File: src/hdl/sctc_pkg.sv
// ----------------------------------------------------------------------------
// sctc_pkg
// Shared widths, constants, types and the month-start table for the
// seconds-of-year to calendar time converter.
// ----------------------------------------------------------------------------
`default_nettype none

package sctc_pkg;

   localparam int SECONDS_W = 25;
   localparam int MONTH_W   = 4;
   localparam int MDAY_W    = 5;
   localparam int HOUR_W    = 5;
   localparam int MINUTE_W  = 6;
   localparam int SECOND_W  = 6;
   localparam int YDAY_W    = 9;
   localparam int DAYREM_W  = 17;
   localparam int HOURREM_W = 12;

   localparam int NUM_STAGES = 6;

   localparam int MONTHS        = 12;
   localparam int DAYS_PER_YEAR = 365;

   // Day count = ((seconds >> 7) * DAY_RECIP) >> DAY_SHIFT, exact since
   // 86400 = 128 * 675 and the reciprocal error stays below 1/675.
   localparam int        DAY_PRESHIFT = 7;
   localparam int        DAY_SHIFT    = 28;
   localparam logic [18:0] DAY_RECIP  = 19'd397683;
   localparam logic [16:0] SECS_PER_DAY = 17'd86400;

   // Hour = (rem * HOUR_RECIP) >> HOUR_SHIFT is exact for rem below one day.
   localparam int          HOUR_SHIFT    = 28;
   localparam logic [16:0] HOUR_RECIP    = 17'd74566;
   localparam logic [11:0] SECS_PER_HOUR = 12'd3600;

   // Minute = (rem * MIN_RECIP) >> MIN_SHIFT is exact for rem below one hour.
   localparam int          MIN_SHIFT    = 17;
   localparam logic [11:0] MIN_RECIP    = 12'd2185;
   localparam logic [5:0]  SECS_PER_MIN = 6'd60;

   typedef struct packed {
      logic [NUM_STAGES-1:0] load;
   } sctc_ctl_type;

   typedef struct packed {
      logic [MONTH_W-1:0]  month_number;
      logic [MDAY_W-1:0]   day_of_month;
      logic [HOUR_W-1:0]   hour_of_day;
      logic [MINUTE_W-1:0] minute_of_hour;
      logic [SECOND_W-1:0] second_of_minute;
      logic                in_range;
   } sctc_result_type;

   // First day of year of month index 0 (January) .. 11, and 365 past the end.
   function automatic logic [YDAY_W-1:0] month_start(input logic [MONTH_W-1:0] idx);
      logic [YDAY_W-1:0] start;
      case (idx)
         4'd0:    start = 9'd0;
         4'd1:    start = 9'd31;
         4'd2:    start = 9'd59;
         4'd3:    start = 9'd90;
         4'd4:    start = 9'd120;
         4'd5:    start = 9'd151;
         4'd6:    start = 9'd181;
         4'd7:    start = 9'd212;
         4'd8:    start = 9'd243;
         4'd9:    start = 9'd273;
         4'd10:   start = 9'd304;
         4'd11:   start = 9'd334;
         default: start = 9'd365;
      endcase
      return start;
   endfunction

   // Month 1..12 for a day of year below 365, from parallel compares.
   function automatic logic [MONTH_W-1:0] month_of_day(input logic [YDAY_W-1:0] yday);
      logic [MONTH_W-1:0] month;
      month = 4'd1;
      for (int i = 1; i < MONTHS; i++) begin
         if (yday >= month_start(MONTH_W'(i))) begin
            month = month + 4'd1;
         end
      end
      return month;
   endfunction

endpackage

`default_nettype wire

File: src/hdl/sctc_if.sv
// ----------------------------------------------------------------------------
// sctc_req_if / sctc_rsp_if
// Valid/ready channels carrying a seconds count in and a calendar time out.
// ----------------------------------------------------------------------------
`default_nettype none

interface sctc_req_if;
   import sctc_pkg::*;
   logic                 valid;
   logic                 ready;
   logic [SECONDS_W-1:0] seconds_of_year;

   modport source (output valid, output seconds_of_year, input ready);
   modport sink   (input valid, input seconds_of_year, output ready);
endinterface

interface sctc_rsp_if;
   import sctc_pkg::*;
   logic                valid;
   logic                ready;
   logic [MONTH_W-1:0]  month_number;
   logic [MDAY_W-1:0]   day_of_month;
   logic [HOUR_W-1:0]   hour_of_day;
   logic [MINUTE_W-1:0] minute_of_hour;
   logic [SECOND_W-1:0] second_of_minute;
   logic                in_range;

   modport source (output valid, output month_number, output day_of_month,
                   output hour_of_day, output minute_of_hour,
                   output second_of_minute, output in_range, input ready);
   modport sink   (input valid, input month_number, input day_of_month,
                   input hour_of_day, input minute_of_hour,
                   input second_of_minute, input in_range, output ready);
endinterface

`default_nettype wire

File: src/hdl/sctc_datapath.sv
// ----------------------------------------------------------------------------
// sctc_datapath
// Six-stage conversion datapath: day split, hour, month, minute, second.
// ----------------------------------------------------------------------------
`default_nettype none

module sctc_datapath
   import sctc_pkg::*;
(
   input  wire logic                 clock,
   input  wire sctc_ctl_type         ctl,
   input  wire logic [SECONDS_W-1:0] seconds_of_year,
   output sctc_result_type           result
);

   // Stage 1: day of year by reciprocal multiply.
   logic [SECONDS_W-1:0] s1_total_ff;
   logic [YDAY_W-1:0]    s1_yday_ff, s1_yday_in;
   logic [36:0]          s1_prod;

   assign s1_prod    = seconds_of_year[SECONDS_W-1:DAY_PRESHIFT] * DAY_RECIP;
   assign s1_yday_in = s1_prod[DAY_SHIFT +: YDAY_W];

   always_ff @(posedge clock) begin
      if (ctl.load[0]) begin
         s1_total_ff <= seconds_of_year;
         s1_yday_ff  <= s1_yday_in;
      end
   end

   // Stage 2: seconds left within the day.
   logic [DAYREM_W-1:0] s2_rem_ff, s2_rem_in;
   logic [YDAY_W-1:0]   s2_yday_ff;
   logic [SECONDS_W-1:0] s2_day_secs;

   assign s2_day_secs = SECONDS_W'(s1_yday_ff) * SECONDS_W'(SECS_PER_DAY);
   assign s2_rem_in   = DAYREM_W'(s1_total_ff - s2_day_secs);

   always_ff @(posedge clock) begin
      if (ctl.load[1]) begin
         s2_rem_ff  <= s2_rem_in;
         s2_yday_ff <= s1_yday_ff;
      end
   end

   // Stage 3: hour by reciprocal multiply, month by table compares.
   logic [HOUR_W-1:0]   s3_hour_ff, s3_hour_in;
   logic [DAYREM_W-1:0] s3_rem_ff;
   logic [YDAY_W-1:0]   s3_yday_ff;
   logic [MONTH_W-1:0]  s3_month_ff;
   logic                s3_ok_ff;
   logic [33:0]         s3_prod;

   assign s3_prod    = s2_rem_ff * HOUR_RECIP;
   assign s3_hour_in = s3_prod[HOUR_SHIFT +: HOUR_W];

   always_ff @(posedge clock) begin
      if (ctl.load[2]) begin
         s3_hour_ff  <= s3_hour_in;
         s3_rem_ff   <= s2_rem_ff;
         s3_yday_ff  <= s2_yday_ff;
         s3_month_ff <= month_of_day(s2_yday_ff);
         s3_ok_ff    <= (s2_yday_ff < YDAY_W'(DAYS_PER_YEAR));
      end
   end

   // Stage 4: seconds within the hour and day of month.
   logic [HOURREM_W-1:0] s4_rem_ff, s4_rem_in;
   logic [HOUR_W-1:0]    s4_hour_ff;
   logic [MONTH_W-1:0]   s4_month_ff, s4_month_in;
   logic [MDAY_W-1:0]    s4_mday_ff, s4_mday_in;
   logic                 s4_ok_ff;
   logic [DAYREM_W-1:0]  s4_hour_secs;
   logic [YDAY_W-1:0]    s4_mday_wide;

   assign s4_hour_secs = DAYREM_W'(s3_hour_ff) * DAYREM_W'(SECS_PER_HOUR);
   assign s4_rem_in    = HOURREM_W'(s3_rem_ff - s4_hour_secs);
   assign s4_mday_wide = s3_yday_ff - month_start(s3_month_ff - 4'd1) + 9'd1;
   assign s4_mday_in   = s3_ok_ff ? s4_mday_wide[MDAY_W-1:0] : '0;
   assign s4_month_in  = s3_ok_ff ? s3_month_ff : '0;

   always_ff @(posedge clock) begin
      if (ctl.load[3]) begin
         s4_rem_ff   <= s4_rem_in;
         s4_hour_ff  <= s3_hour_ff;
         s4_month_ff <= s4_month_in;
         s4_mday_ff  <= s4_mday_in;
         s4_ok_ff    <= s3_ok_ff;
      end
   end

   // Stage 5: minute by reciprocal multiply.
   logic [MINUTE_W-1:0]  s5_minute_ff, s5_minute_in;
   logic [HOURREM_W-1:0] s5_rem_ff;
   logic [HOUR_W-1:0]    s5_hour_ff;
   logic [MONTH_W-1:0]   s5_month_ff;
   logic [MDAY_W-1:0]    s5_mday_ff;
   logic                 s5_ok_ff;
   logic [23:0]          s5_prod;

   assign s5_prod      = s4_rem_ff * MIN_RECIP;
   assign s5_minute_in = s5_prod[MIN_SHIFT +: MINUTE_W];

   always_ff @(posedge clock) begin
      if (ctl.load[4]) begin
         s5_minute_ff <= s5_minute_in;
         s5_rem_ff    <= s4_rem_ff;
         s5_hour_ff   <= s4_hour_ff;
         s5_month_ff  <= s4_month_ff;
         s5_mday_ff   <= s4_mday_ff;
         s5_ok_ff     <= s4_ok_ff;
      end
   end

   // Stage 6: second within the minute.
   sctc_result_type      s6_result_ff, s6_result_in;
   logic [HOURREM_W-1:0] s6_min_secs;

   assign s6_min_secs = HOURREM_W'(s5_minute_ff) * HOURREM_W'(SECS_PER_MIN);

   always_comb begin
      s6_result_in.month_number     = s5_month_ff;
      s6_result_in.day_of_month     = s5_mday_ff;
      s6_result_in.hour_of_day      = s5_hour_ff;
      s6_result_in.minute_of_hour   = s5_minute_ff;
      s6_result_in.second_of_minute = SECOND_W'(s5_rem_ff - s6_min_secs);
      s6_result_in.in_range         = s5_ok_ff;
   end

   always_ff @(posedge clock) begin
      if (ctl.load[5]) begin
         s6_result_ff <= s6_result_in;
      end
   end

   assign result = s6_result_ff;

endmodule

`default_nettype wire

File: src/hdl/seconds_to_calendar_time_top.sv
// ----------------------------------------------------------------------------
// seconds_to_calendar_time_top
// Converts seconds since January 1 of a non-leap year into month, day,
// hour, minute and second, with an in-range flag for counts below 365 days.
// ----------------------------------------------------------------------------
// An accepted request passes through each register stage of the conversion
// datapath in turn before its result is valid.
// Throughput is one request per cycle while rsp is ready; each stage holds its item only while
// the stage after it is full and stalled, so bubbles close up.
// Synchronous active-high reset empties the pipeline; the datapath registers are not reset.
`default_nettype none

module seconds_to_calendar_time_top
   import sctc_pkg::*;
(
   input wire logic   clock,
   input wire logic   reset,
   sctc_req_if.sink   req,
   sctc_rsp_if.source rsp
);

   logic [NUM_STAGES-1:0] valid_ff, valid_in;
   sctc_ctl_type          ctl;
   sctc_result_type       result;

   // A stage loads when it is empty or its contents move on this cycle.
   always_comb begin
      ctl.load[NUM_STAGES-1] = !valid_ff[NUM_STAGES-1] || rsp.ready;
      for (int i = NUM_STAGES - 2; i >= 0; i--) begin
         ctl.load[i] = !valid_ff[i] || ctl.load[i+1];
      end
   end

   always_comb begin
      valid_in[0] = req.valid;
      for (int i = 1; i < NUM_STAGES; i++) begin
         valid_in[i] = valid_ff[i-1];
      end
   end

   always_ff @(posedge clock) begin
      if (reset) begin
         valid_ff <= '0;
      end else begin
         for (int i = 0; i < NUM_STAGES; i++) begin
            if (ctl.load[i]) begin
               valid_ff[i] <= valid_in[i];
            end
         end
      end
   end

   sctc_datapath u_datapath (
      .clock           (clock),
      .ctl             (ctl),
      .seconds_of_year (req.seconds_of_year),
      .result          (result)
   );

   assign req.ready            = ctl.load[0] && !reset;
   assign rsp.valid            = valid_ff[NUM_STAGES-1];
   assign rsp.month_number     = result.month_number;
   assign rsp.day_of_month     = result.day_of_month;
   assign rsp.hour_of_day      = result.hour_of_day;
   assign rsp.minute_of_hour   = result.minute_of_hour;
   assign rsp.second_of_minute = result.second_of_minute;
   assign rsp.in_range         = result.in_range;

   // A result inside the year always carries a real month and day.
   assert property (@(posedge clock) disable iff (reset)
      rsp.valid |-> (rsp.in_range == (rsp.month_number != 4'd0)) &&
                    (rsp.in_range == (rsp.day_of_month != 5'd0)))
      else $error("in_range disagrees with month or day");

   // The time fields stay within one day.
   assert property (@(posedge clock) disable iff (reset)
      rsp.valid |-> (rsp.hour_of_day < 5'd24) && (rsp.minute_of_hour < 6'd60) &&
                    (rsp.second_of_minute < 6'd60))
      else $error("time field out of range");

   // An item accepted into an empty pipeline reaches the output while rsp.ready stays high.
   assert property (@(posedge clock) disable iff (reset)
      (req.valid && req.ready && valid_ff == '0) ##1 (rsp.ready) ##1 (rsp.ready)
         ##1 (rsp.ready) ##1 (rsp.ready) ##1 (rsp.ready) |=> rsp.valid)
      else $error("request lost in the pipeline");

endmodule

`default_nettype wire
File: src/flat_wrapper.sv
// flat-port wrapper written by rule: the top's interface ports become plain ports
module seconds_to_calendar_time_top_flat import sctc_pkg::*;
  (clock, reset, req_valid, req_seconds_of_year, req_ready, rsp_valid, rsp_month_number, rsp_day_of_month, rsp_hour_of_day, rsp_minute_of_hour, rsp_second_of_minute, rsp_in_range, rsp_ready);
  sctc_req_if req_i ();
  sctc_rsp_if rsp_i ();
  input wire logic clock;
  input wire logic reset;
  input wire logic [$bits(req_i.valid)-1:0] req_valid;
  input wire logic [$bits(req_i.seconds_of_year)-1:0] req_seconds_of_year;
  output wire logic [$bits(req_i.ready)-1:0] req_ready;
  output wire logic [$bits(rsp_i.valid)-1:0] rsp_valid;
  output wire logic [$bits(rsp_i.month_number)-1:0] rsp_month_number;
  output wire logic [$bits(rsp_i.day_of_month)-1:0] rsp_day_of_month;
  output wire logic [$bits(rsp_i.hour_of_day)-1:0] rsp_hour_of_day;
  output wire logic [$bits(rsp_i.minute_of_hour)-1:0] rsp_minute_of_hour;
  output wire logic [$bits(rsp_i.second_of_minute)-1:0] rsp_second_of_minute;
  output wire logic [$bits(rsp_i.in_range)-1:0] rsp_in_range;
  input wire logic [$bits(rsp_i.ready)-1:0] rsp_ready;
  assign req_i.valid = req_valid;
  assign req_i.seconds_of_year = req_seconds_of_year;
  assign req_ready = req_i.ready;
  assign rsp_valid = rsp_i.valid;
  assign rsp_month_number = rsp_i.month_number;
  assign rsp_day_of_month = rsp_i.day_of_month;
  assign rsp_hour_of_day = rsp_i.hour_of_day;
  assign rsp_minute_of_hour = rsp_i.minute_of_hour;
  assign rsp_second_of_minute = rsp_i.second_of_minute;
  assign rsp_in_range = rsp_i.in_range;
  assign rsp_i.ready = rsp_ready;
  seconds_to_calendar_time_top u_core (.clock(clock), .reset(reset), .req(req_i), .rsp(rsp_i));
endmodule
File: config.mk
export PLATFORM = sky130hd
export DESIGN_NAME = seconds_to_calendar_time_top_flat
export DESIGN_NICKNAME = d
export VERILOG_FILES = /design/src/hdl/sctc_pkg.sv /design/src/hdl/sctc_if.sv /design/src/hdl/sctc_datapath.sv /design/src/hdl/seconds_to_calendar_time_top.sv /design/src/flat_wrapper.sv
export SDC_FILE = /design/constraint.sdc
export NUM_CORES = 1
export LEC_CHECK = 0
export ABC_AREA = 0
export BUFFER_PORTS_ARGS = -buffer_cell sky130_fd_sc_hd__buf_2
export CORE_ASPECT_RATIO = 0.8
export CORE_MARGIN = 5
export CORE_UTILIZATION = 60
export CTS_CLUSTER_DIAMETER = 80
export DETAILED_ROUTE_END_ITERATION = 10
export PLACE_DENSITY = 0.77
export SYNTH_ARGS = -nofsm -noshare
export SYNTH_HDL_FRONTEND = slang
export SYNTH_SLANG_ARGS = --single-unit
File: constraint.sdc
create_clock -name clock -period 11.7 [get_ports clock]
set_clock_uncertainty 0.05 [all_clocks]
set_input_delay 1.755 -clock clock [delete_from_list [all_inputs] [get_ports clock]]
set_output_delay 1.755 -clock clock [all_outputs]
set_load 0.03 [all_outputs]
## Word-level counts from Yosys, hierarchy flattened

Memory sizes are Yosys's and may differ from the RTL's.
Index checks and enable logic that the tools add are counted.

- Add/sub/neg operators: 16
- $mul: 6
- Magnitude comparators: 12
- Multiplexer cells: 32
- Reduce and logical (&&, ||, !) cells: 14

Operator list:

| kind | number |
|---|---|
| $ge 9x9->1 | 11 |
| $mux 9 | 11 |
| $mux 4 | 20 |
| $add 4x1->4 const B | 10 |
| $mul 18x19->37 const B | 1 |
| $mul 17x16->32 const B | 1 |
| $mul 12x12->23 const B | 1 |
| $sub 17x17->17 | 1 |
| $sub 12x12->12 | 1 |
| $mul 9x10->10 const B | 1 |
| $lt 9x9->1 const B | 1 |
| $mul 5x8->8 const B | 1 |
| $logic_not 1->1 | 7 |
| $logic_or 1x1->1 | 6 |
| $mul 6x4->4 const B | 1 |
| $sub 6x6->6 | 1 |
| $add 5x1->5 const B | 1 |
| $sub 5x5->5 | 1 |
| $sub 4x1->4 const B | 1 |
| $mux 2 | 1 |
| $logic_and 1x1->1 | 1 |

- Register bits: 166
- Memory bits (read-only): 144
- Input port bits: 29
- Output and inout port bits: 29
- Memories kept: 1

Memory list:

| name | words | width | rd ports | clocked after memory_dff | write ports | line | RTL |
|---|---|---|---|---|---|---|---|
| (name not given) | 16 | 9 | 1 | 0 | 0 | sctc_pkg.sv:58 | `case (idx)` |

## Longest topological paths before layout

Gate-level depths: netlist of the first run.

- Word-level depth: 38
- Depth in mapped cells: 28

## By module

From an unflattened synthesis of the first run, not the netlist that was laid out.

- Cell total of the unflattened synthesis: 1608
- Area, all modules: 18351.4 µm²

Modules (own cells, without submodules):

| module | times used | cells an instance | area an instance (µm²) |
|---|---|---|---|
| sctc_datapath | 1 | 1580 | 18094.9 |
| seconds_to_calendar_time_top | 1 | 28 | 256.5 |

## Worst setup path after synthesis of the first run

No wires, ideal clock.

- Kind: in2reg
- Start: input port req_seconds_of_year[19]
- End: register u_core.u_datapath.s1_yday_ff[8] (data pin)
- Arrival: 7007 ps
- Data required time: 11390 ps
- Path slack: 4383 ps
- Stages on the path: 22
- Path buffers: 0
- Cells stage by stage: inv_1 > fa_1 > inv_1 > ha_1 > or2_2 > fa_1 > fa_1 > inv_1 > fa_1 > fa_1 > inv_1 > ha_1 > a21o_1 > a21o_1 > a21oi_1 > o211ai_1 > a211o_1 > a21o_1 > a221o_1 > o22a_1 > a21oi_1 > xnor2_1

- Word-level cells in the longest chain between the ends: 1

RTL lines:

| what | line | RTL |
|---|---|---|
| start: declaration | flat_wrapper.sv:9 | `input wire logic [$bits(req_i.seconds_of_year)-1:0] req_seconds_of_year;` |
| $mul 18x19->37 | sctc_datapath.sv:21 | `assign s1_prod = seconds_of_year[SECONDS_W-1:DAY_PRESHIFT] * DAY_RECIP;` |
| net u_core.u_datapath.s1_prod[36] | sctc_datapath.sv:19 | `logic [36:0] s1_prod;` |
| end signal: assignment | sctc_datapath.sv:27 | `s1_yday_ff <= s1_yday_in;` |
| end: declaration | sctc_datapath.sv:18 | `logic [YDAY_W-1:0] s1_yday_ff, s1_yday_in;` |

The timed path passes the listed nets, and every way through them passes these cells.
A chain may end at the register's enable or synchronous reset.

## Final worst setup path of the first run

Same ends and word-level chain as after synthesis.

==> results.py, run 1 <==
metrics = {
    "die": {
        "dieArea_sq_um": 33900,
        "num_rows": 57,
        "io_pins": 58,
        "die-width_microns": 205,
        "start_util": 0.604,
        "chipHeight_microns": 166,
        "core-area_sq_um": 30100,
    },
    "yosys": {
        "synth_edf_count": 160,
        "syn_area_sq_um": 18200,
        "yosysUniqueCellTypes": 68,
        "synth_area_leaders": "ha_1, edfxtp_1, fa_1",
        "postSynthAreaPerCell_sq_um": 11.4,
        "synth_top_area_share": 0.304,
        "synth-seq-area-share": 0.271,
        "netlist_instances": 1599,
        "synth_top_area_cell": "ha_1",
        "synth-async-reset-ratio": 0,
        "yosysWarnings": 0,
        "synth_seq_cells": 166,
        "ys.flop_type": "edfxtp_1",
        "synthesis.nets": 2236,
    },
    "drt": {
        "avgViaCountPerCell": 5.34,
        "first_iter_violations": 651,
        "drtAntennaViolNets": 0,
        "drtPass1Iterations": 5,
        "wl_microns": 33500,
        "remaining_drc_errors": 0,
        "via_count": 11200,
        "wl_per_cell_microns": 16.0,
    },
    "run": {
        "max-cap-violations": 0,
    },
    "worst_setup_path": {
        "rr_worst_depth": 24,
        "end_kind": "flip-flop",
        "reg2reg_to": "u_core.u_datapath.s3_month_ff[3]$_DFFE_PP_",
        "path_class": "input port to flip-flop",
        "setup.worst_path.end": "u_core.u_datapath.s1_yday_ff[8]$_DFFE_PN_",
        "crit_required_ns": 11.83,
        "regToRegSetupSlack_ns": 5.08,
        "worst_ep_arrival_time_ns": 7.55,
        "crit_path_start": "req_seconds_of_year[19]",
        "r2r_start": "u_core.u_datapath.s2_yday_ff[8]$_DFFE_PP_",
        "cp-start-kind": "input port",
        "crit_fanout": 7,
    },
    "global_routing": {
        "grt_pass1_vias": 11800,
        "grt_max_degree": 30,
        "grt_pass1_wl_microns": 57200,
        "track_usage": 0.207,
        "grt-ovfl-total": 0,
        "antenna_found_initial": 0,
    },
    "timing": {
        "tightestPinTransition_ns": 1.17,
        "fmax_mhz": 135,
        "slew_viol_final": 0,
        "finalSetupTns_ns": 0,
        "hold_slack_ns": 0.365,
        "fin_crit_sh": 0.634,
        "hold_viol": 0,
        "setup_viol": 0,
        "rsz0062_at_grt": "no",
        "slew_headroom": 0.216,
        "min_period_ns": 7.42,
    },
    "finish": {
        "final_core_util": 0.649,
        "n_antenna_cell": 0,
        "syn2layout_area_growth_pct": 7.40,
        "final_common_cell": "ha_1",
        "layout_common_cells": "ha_1, inv_1, fa_1",
        "num-fill-cells": 2272,
        "drive_above_1_share": 0.0650,
        "fin_nets": 2301,
    },
    "clock_tree": {
        "clkSinkCount": 166,
        "cts_tree": "built",
        "cts_htree_levels": 4,
        "clk_path_buf_depth": 2,
        "hold_buffers": 0,
        "path_clk_slew_ns": 0.07,
        "ctsResizeCount": 0,
        "post_cts.repair.setup_buffers": 0,
        "cts-buffers-inserted": 17,
        "clock_latency_ns": 0.43,
        "clockRootBuffer": "clkbuf_16",
    },
    "placed_design": {
        "gp_congestion": 0.908,
        "dp_hpwl_microns": 27800,
        "port_buffers": 57,
    },
    "run_status": {
        "status": "completed",
    },
    "min_path": {
        "worstHoldPathType": "flip-flop to flip-flop",
    },
}
[cells by family after synthesis]
| logic type | after synthesis | synth area share |
|---|---|---|
| AND/OR/NAND/NOR | 161 | 0.0463 |
| multiplexers | 6 | 0.00351 |
| AO/OA/AOI/OAI | 182 | 0.0671 |
| flip-flops | 166 | 0.271 |
| XOR/XNOR | 88 | 0.0441 |
| adder cells (fa/ha/maj) | 608 | 0.487 |
| buffers and inverters | 388 | 0.0809 |
[worst min path at each step]
stage	from	end	slack, ns	cells past startpoint
final	u_core.u_datapath.s4_mday_ff[0]$_SDFFCE_PN0P_	u_core.u_datapath.s5_mday_ff[0]$_DFFE_PP_	0.37	0
after global routing	u_core.u_datapath.s4_mday_ff[0]$_SDFFCE_PN0P_	u_core.u_datapath.s5_mday_ff[0]$_DFFE_PP_	0.37	0
after CTS	u_core.u_datapath.s4_mday_ff[0]$_SDFFCE_PN0P_	u_core.u_datapath.s5_mday_ff[0]$_DFFE_PP_	0.37	0
after detailed placement	u_core.u_datapath.s5_ok_ff$_DFFE_PP_	u_core.u_datapath.result[0]$_DFFE_PP_	0.35	0
after global placement	u_core.u_datapath.s1_total_ff[1]$_DFFE_PN_	u_core.u_datapath.s2_rem_ff[1]$_DFFE_PP_	0.35	0
after floorplan	u_core.u_datapath.s5_ok_ff$_DFFE_PP_	u_core.u_datapath.result[0]$_DFFE_PP_	0.35	0
[synth_stat cells (8+ instances only)]
cell,count
nor3_1,13
and2_1,14
nand4_1,11
nand2b_1,9
xor2_1,27
fa_1,166
a21o_1,28
edfxtp_1,160
xnor2_1,58
nor2_1,42
nor2b_1,10
a21oi_1,55
o21ai_0,27
inv_1,374
nand3_1,10
ha_1,442
nand2_1,26
o21bai_1,8
[metal layers]
layer,global-route usage,part of all wire
met2,0.340,0.47
met5,0,0
met1,0.296,0.48
met4,0.0393,0.014
met3,0.0324,0.037
[critical path, cell delays in order]
cell and delay, ns:
buf_2 0.19, inv_1 0.09, fa_1 0.54, inv_1 0.05, ha_1 0.19, or2_2 0.30
fa_1 0.49, fa_1 0.54, inv_1 0.05, fa_1 0.51, fa_1 0.55, inv_1 0.04
ha_1 0.30, a21o_1 0.16, a21o_1 0.17, a21oi_1 0.13, o211ai_1 0.14, a211o_1 0.32
a21o_1 0.19, a221o_1 0.35, o22a_1 0.21, a21oi_1 0.18, xnor2_1 0.08
[per-stage QoR]
stage          cell area (sq um)  cells  setup slack, ns
2_1_floorplan              18200   1599             4.38
3_3_place_gp               18900   2058             3.96
3_5_place_dp               18900   2058             3.84
4_1_cts                    19500   2089             4.28
5_1_grt                    19500   2089             4.10
6_report                   19500   2089             4.28
[area by class of cell]
cell class	instances	area, sq um	share of cell area
Clock buffer	17	425	0.0218
Clock inverter	14	165	0.00846
Inverter	375	1410	0.0721
Multi-Input combinational cell	1045	11800	0.603
Sequential cell	166	4920	0.252
Tap cell	413	517	0.0265
Timing Repair Buffer	59	300	0.0154
[flip-flops by register name, summed over array words and instances, names as in the netlist, 6 cells and up]
register / cells
u_core.u_datapath.result: 27
u_core.u_datapath.s1_total_ff: 17
u_core.u_datapath.s2_rem_ff: 17
u_core.u_datapath.s3_rem_ff: 12
u_core.u_datapath.s4_rem_ff: 12
u_core.u_datapath.s1_yday_ff: 9
u_core.u_datapath.s2_yday_ff: 9
u_core.u_datapath.s5_minute_ff: 6
u_core.u_datapath.s5_rem_ff: 6
u_core.valid_ff: 6
Power of run 1 is left out: the tool's default activity adds up to more than one toggle a clock period on the data nets, which glitch-free logic cannot reach.
==> inputs of run 2 (changes only) <==
Settings changed: CORE_UTILIZATION 60 to 59, PLACE_DENSITY 0.77 to 0.79.
Clock period 11.7 ns to 6.6 ns, I/O delays scaled along.
==> results.py, run 2 (synthesis gave the netlist of run 1 again) <==
metrics = {
    "run_status": {
        "status": "completed",
    },
    "min_path": {
        "hold_depth": 0,
        "hold_start": "u_core.u_datapath.s3_rem_ff[1]$_DFFE_PP_",
        "worstHoldPathType": "flip-flop to flip-flop",
        "worstHoldEndpoint": "u_core.u_datapath.s4_rem_ff[1]$_DFFE_PP_",
    },
    "drt": {
        "drtAntennaViolNets": 0,
        "drtPass1Iterations": 5,
        "remaining_drc_errors": 0,
        "first_iter_violations": 556,
        "wl_microns": 34400,
        "via_count": 11500,
        "wl_per_cell_microns": 16.2,
        "avgViaCountPerCell": 5.40,
    },
    "timing": {
        "hold_viol": 0,
        "hold_slack_ns": 0.360,
        "finalSetupTns_ns": 0,
        "setup_viol": 0,
        "fin_crit_sh": 0.973,
        "rsz0062_at_grt": "no",
        "slew_viol_final": 0,
        "fmax_mhz": 156,
        "min_period_ns": 6.42,
        "slew_headroom": 0.235,
        "tightestPinTransition_ns": 1.14,
        "fin_ws_ns": 0.181,
    },
    "die": {
        "io_pins": 58,
        "chipHeight_microns": 167,
        "core-area_sq_um": 30400,
        "num_rows": 57,
        "dieArea_sq_um": 34400,
        "die-width_microns": 206,
        "start_util": 0.598,
    },
    "worst_setup_path": {
        "cp_slowest_stage_delay_ns": 0.53,
        "cp_slowest_cell": "fa_1",
        "regToRegSetupSlack_ns": 0.39,
        "end_kind": "flip-flop",
        "path_cells": "buf_2 > fa_1 > inv_1 > fa_1 > inv_1 > fa_1 > inv_1 > fa_1 > fa_1 > fa_1 > inv_1 > ha_1 > a21o_1 > a21o_1 > a21oi_1 > o211ai_1 > a211o_1 > a21o_1 > a221o_1 > o22a_1 > a21oi_1 > xnor2_1",
        "crit_required_ns": 6.73,
        "cp-start-kind": "input port",
        "path_class": "input port to flip-flop",
        "crit_fanout": 2,
        "rr_worst_depth": 25,
        "worst_ep_arrival_time_ns": 6.55,
        "r2r_start": "u_core.u_datapath.s2_yday_ff[1]$_DFFE_PP_",
        "reg2reg_to": "u_core.u_datapath.s3_month_ff[3]$_DFFE_PP_",
        "crit_path_frequent_cell": "fa_1",
    },
    "finish": {
        "n_antenna_cell": 0,
        "drive_above_1_share": 0.0863,
        "largest_reg_flops": 27,
        "layout_common_cells": "ha_1, inv_1, fa_1",
        "regArea_sq_um": 4920,
        "syn2layout_area_growth_pct": 8.87,
        "multi_input_area_sq_um": 11800,
        "num-fill-cells": 2260,
        "fin_nets": 2339,
        "final_common_cell": "ha_1",
    },
    "clock_tree": {
        "path_clk_slew_ns": 0.06,
        "cts_tree": "built",
        "clockRootBuffer": "clkbuf_16",
        "cts_htree_levels": 4,
        "clock_latency_ns": 0.43,
        "hold_buffers": 0,
        "clk_path_buf_depth": 2,
        "clkSinkCount": 166,
        "cts-buffers-inserted": 17,
    },
    "run": {
        "max-cap-violations": 0,
    },
    "placed_design": {
        "place_ws_ns": -0.315,
        "port_buffers": 57,
        "gp_congestion": 0.923,
        "dp_hpwl_microns": 28600,
    },
    "global_routing": {
        "track_usage": 0.210,
        "grt_pass1_wl_microns": 58500,
        "grt_pass1_vias": 12300,
        "grt_max_degree": 30,
        "grt-ovfl-total": 0,
        "antenna_found_initial": 0,
    },
}
run 2: cell count changes in the layout (fill, tap and decap cells not counted), moves of 2 or more:
cell and delta:
buf_4 +38, bufinv_16 -2, clkbuf_1 +2, clkbuf_8 +2
clkinvlp_4 -2, inv_8 -2
run 2: critical path, delay by kind of cell:
family	cells	cell delay, ns
XOR/XNOR	1	0.07
adder cells (fa/ha/maj)	7	3.23
AO/OA/AOI/OAI	9	1.95
buffers and inverters	5	0.32
run 2: final cells by class:
class,instances,area share
Clock inverter,10,0.00424
Timing Repair Buffer,97,0.0296
Clock buffer,22,0.0245
Inverter,375,0.0711
Multi-Input combinational cell,1045,0.596
Sequential cell,166,0.249
Tap cell,413,0.0261
run 2: repair_timing:
action                     in CTS  in global routing
setup endpoints to repair       0                  4
buffers inserted                0                  2
resized for setup               0                  1
run 2: worst max path at each step:
stage	startpoint	to	slack, ns
finish	req_seconds_of_year[22]	u_core.u_datapath.s1_yday_ff[8]$_DFFE_PN_	0.18
floorplan	req_seconds_of_year[19]	u_core.u_datapath.s1_yday_ff[8]$_DFFE_PN_	0.05
global route	req_seconds_of_year[22]	u_core.u_datapath.s1_yday_ff[8]$_DFFE_PN_	0.001
detailed placement	req_seconds_of_year[19]	u_core.u_datapath.s1_yday_ff[8]$_DFFE_PN_	-0.31
CTS	req_seconds_of_year[20]	u_core.u_datapath.s1_yday_ff[8]$_DFFE_PN_	0.15
global placement	req_seconds_of_year[19]	u_core.u_datapath.s1_yday_ff[8]$_DFFE_PN_	-0.22
run 2: metrics by stage:
| step | cells | utilization | instance area (sq um) |
|---|---|---|---|
| 3_5_place_dp | 2094 | 0.632 | 19200 |
| 6_report | 2128 | 0.651 | 19800 |
| 5_1_grt | 2128 | 0.651 | 19800 |
| 3_3_place_gp | 2094 | 0.632 | 19200 |
| 4_1_cts | 2126 | 0.651 | 19800 |
| 2_1_floorplan | 1599 | - | 18200 |
run 2: layer usage:
layer  vias up  track usage  wire (microns)  share of wire
li1       5591            -               -              -
met1      5637        0.292           15800           0.46
met2       207        0.356           16900           0.49
met3        49       0.0239            1170          0.034
met4         0       0.0503             551          0.016
met5         -            0               0              0
Power of run 2 is left out for the same reason.
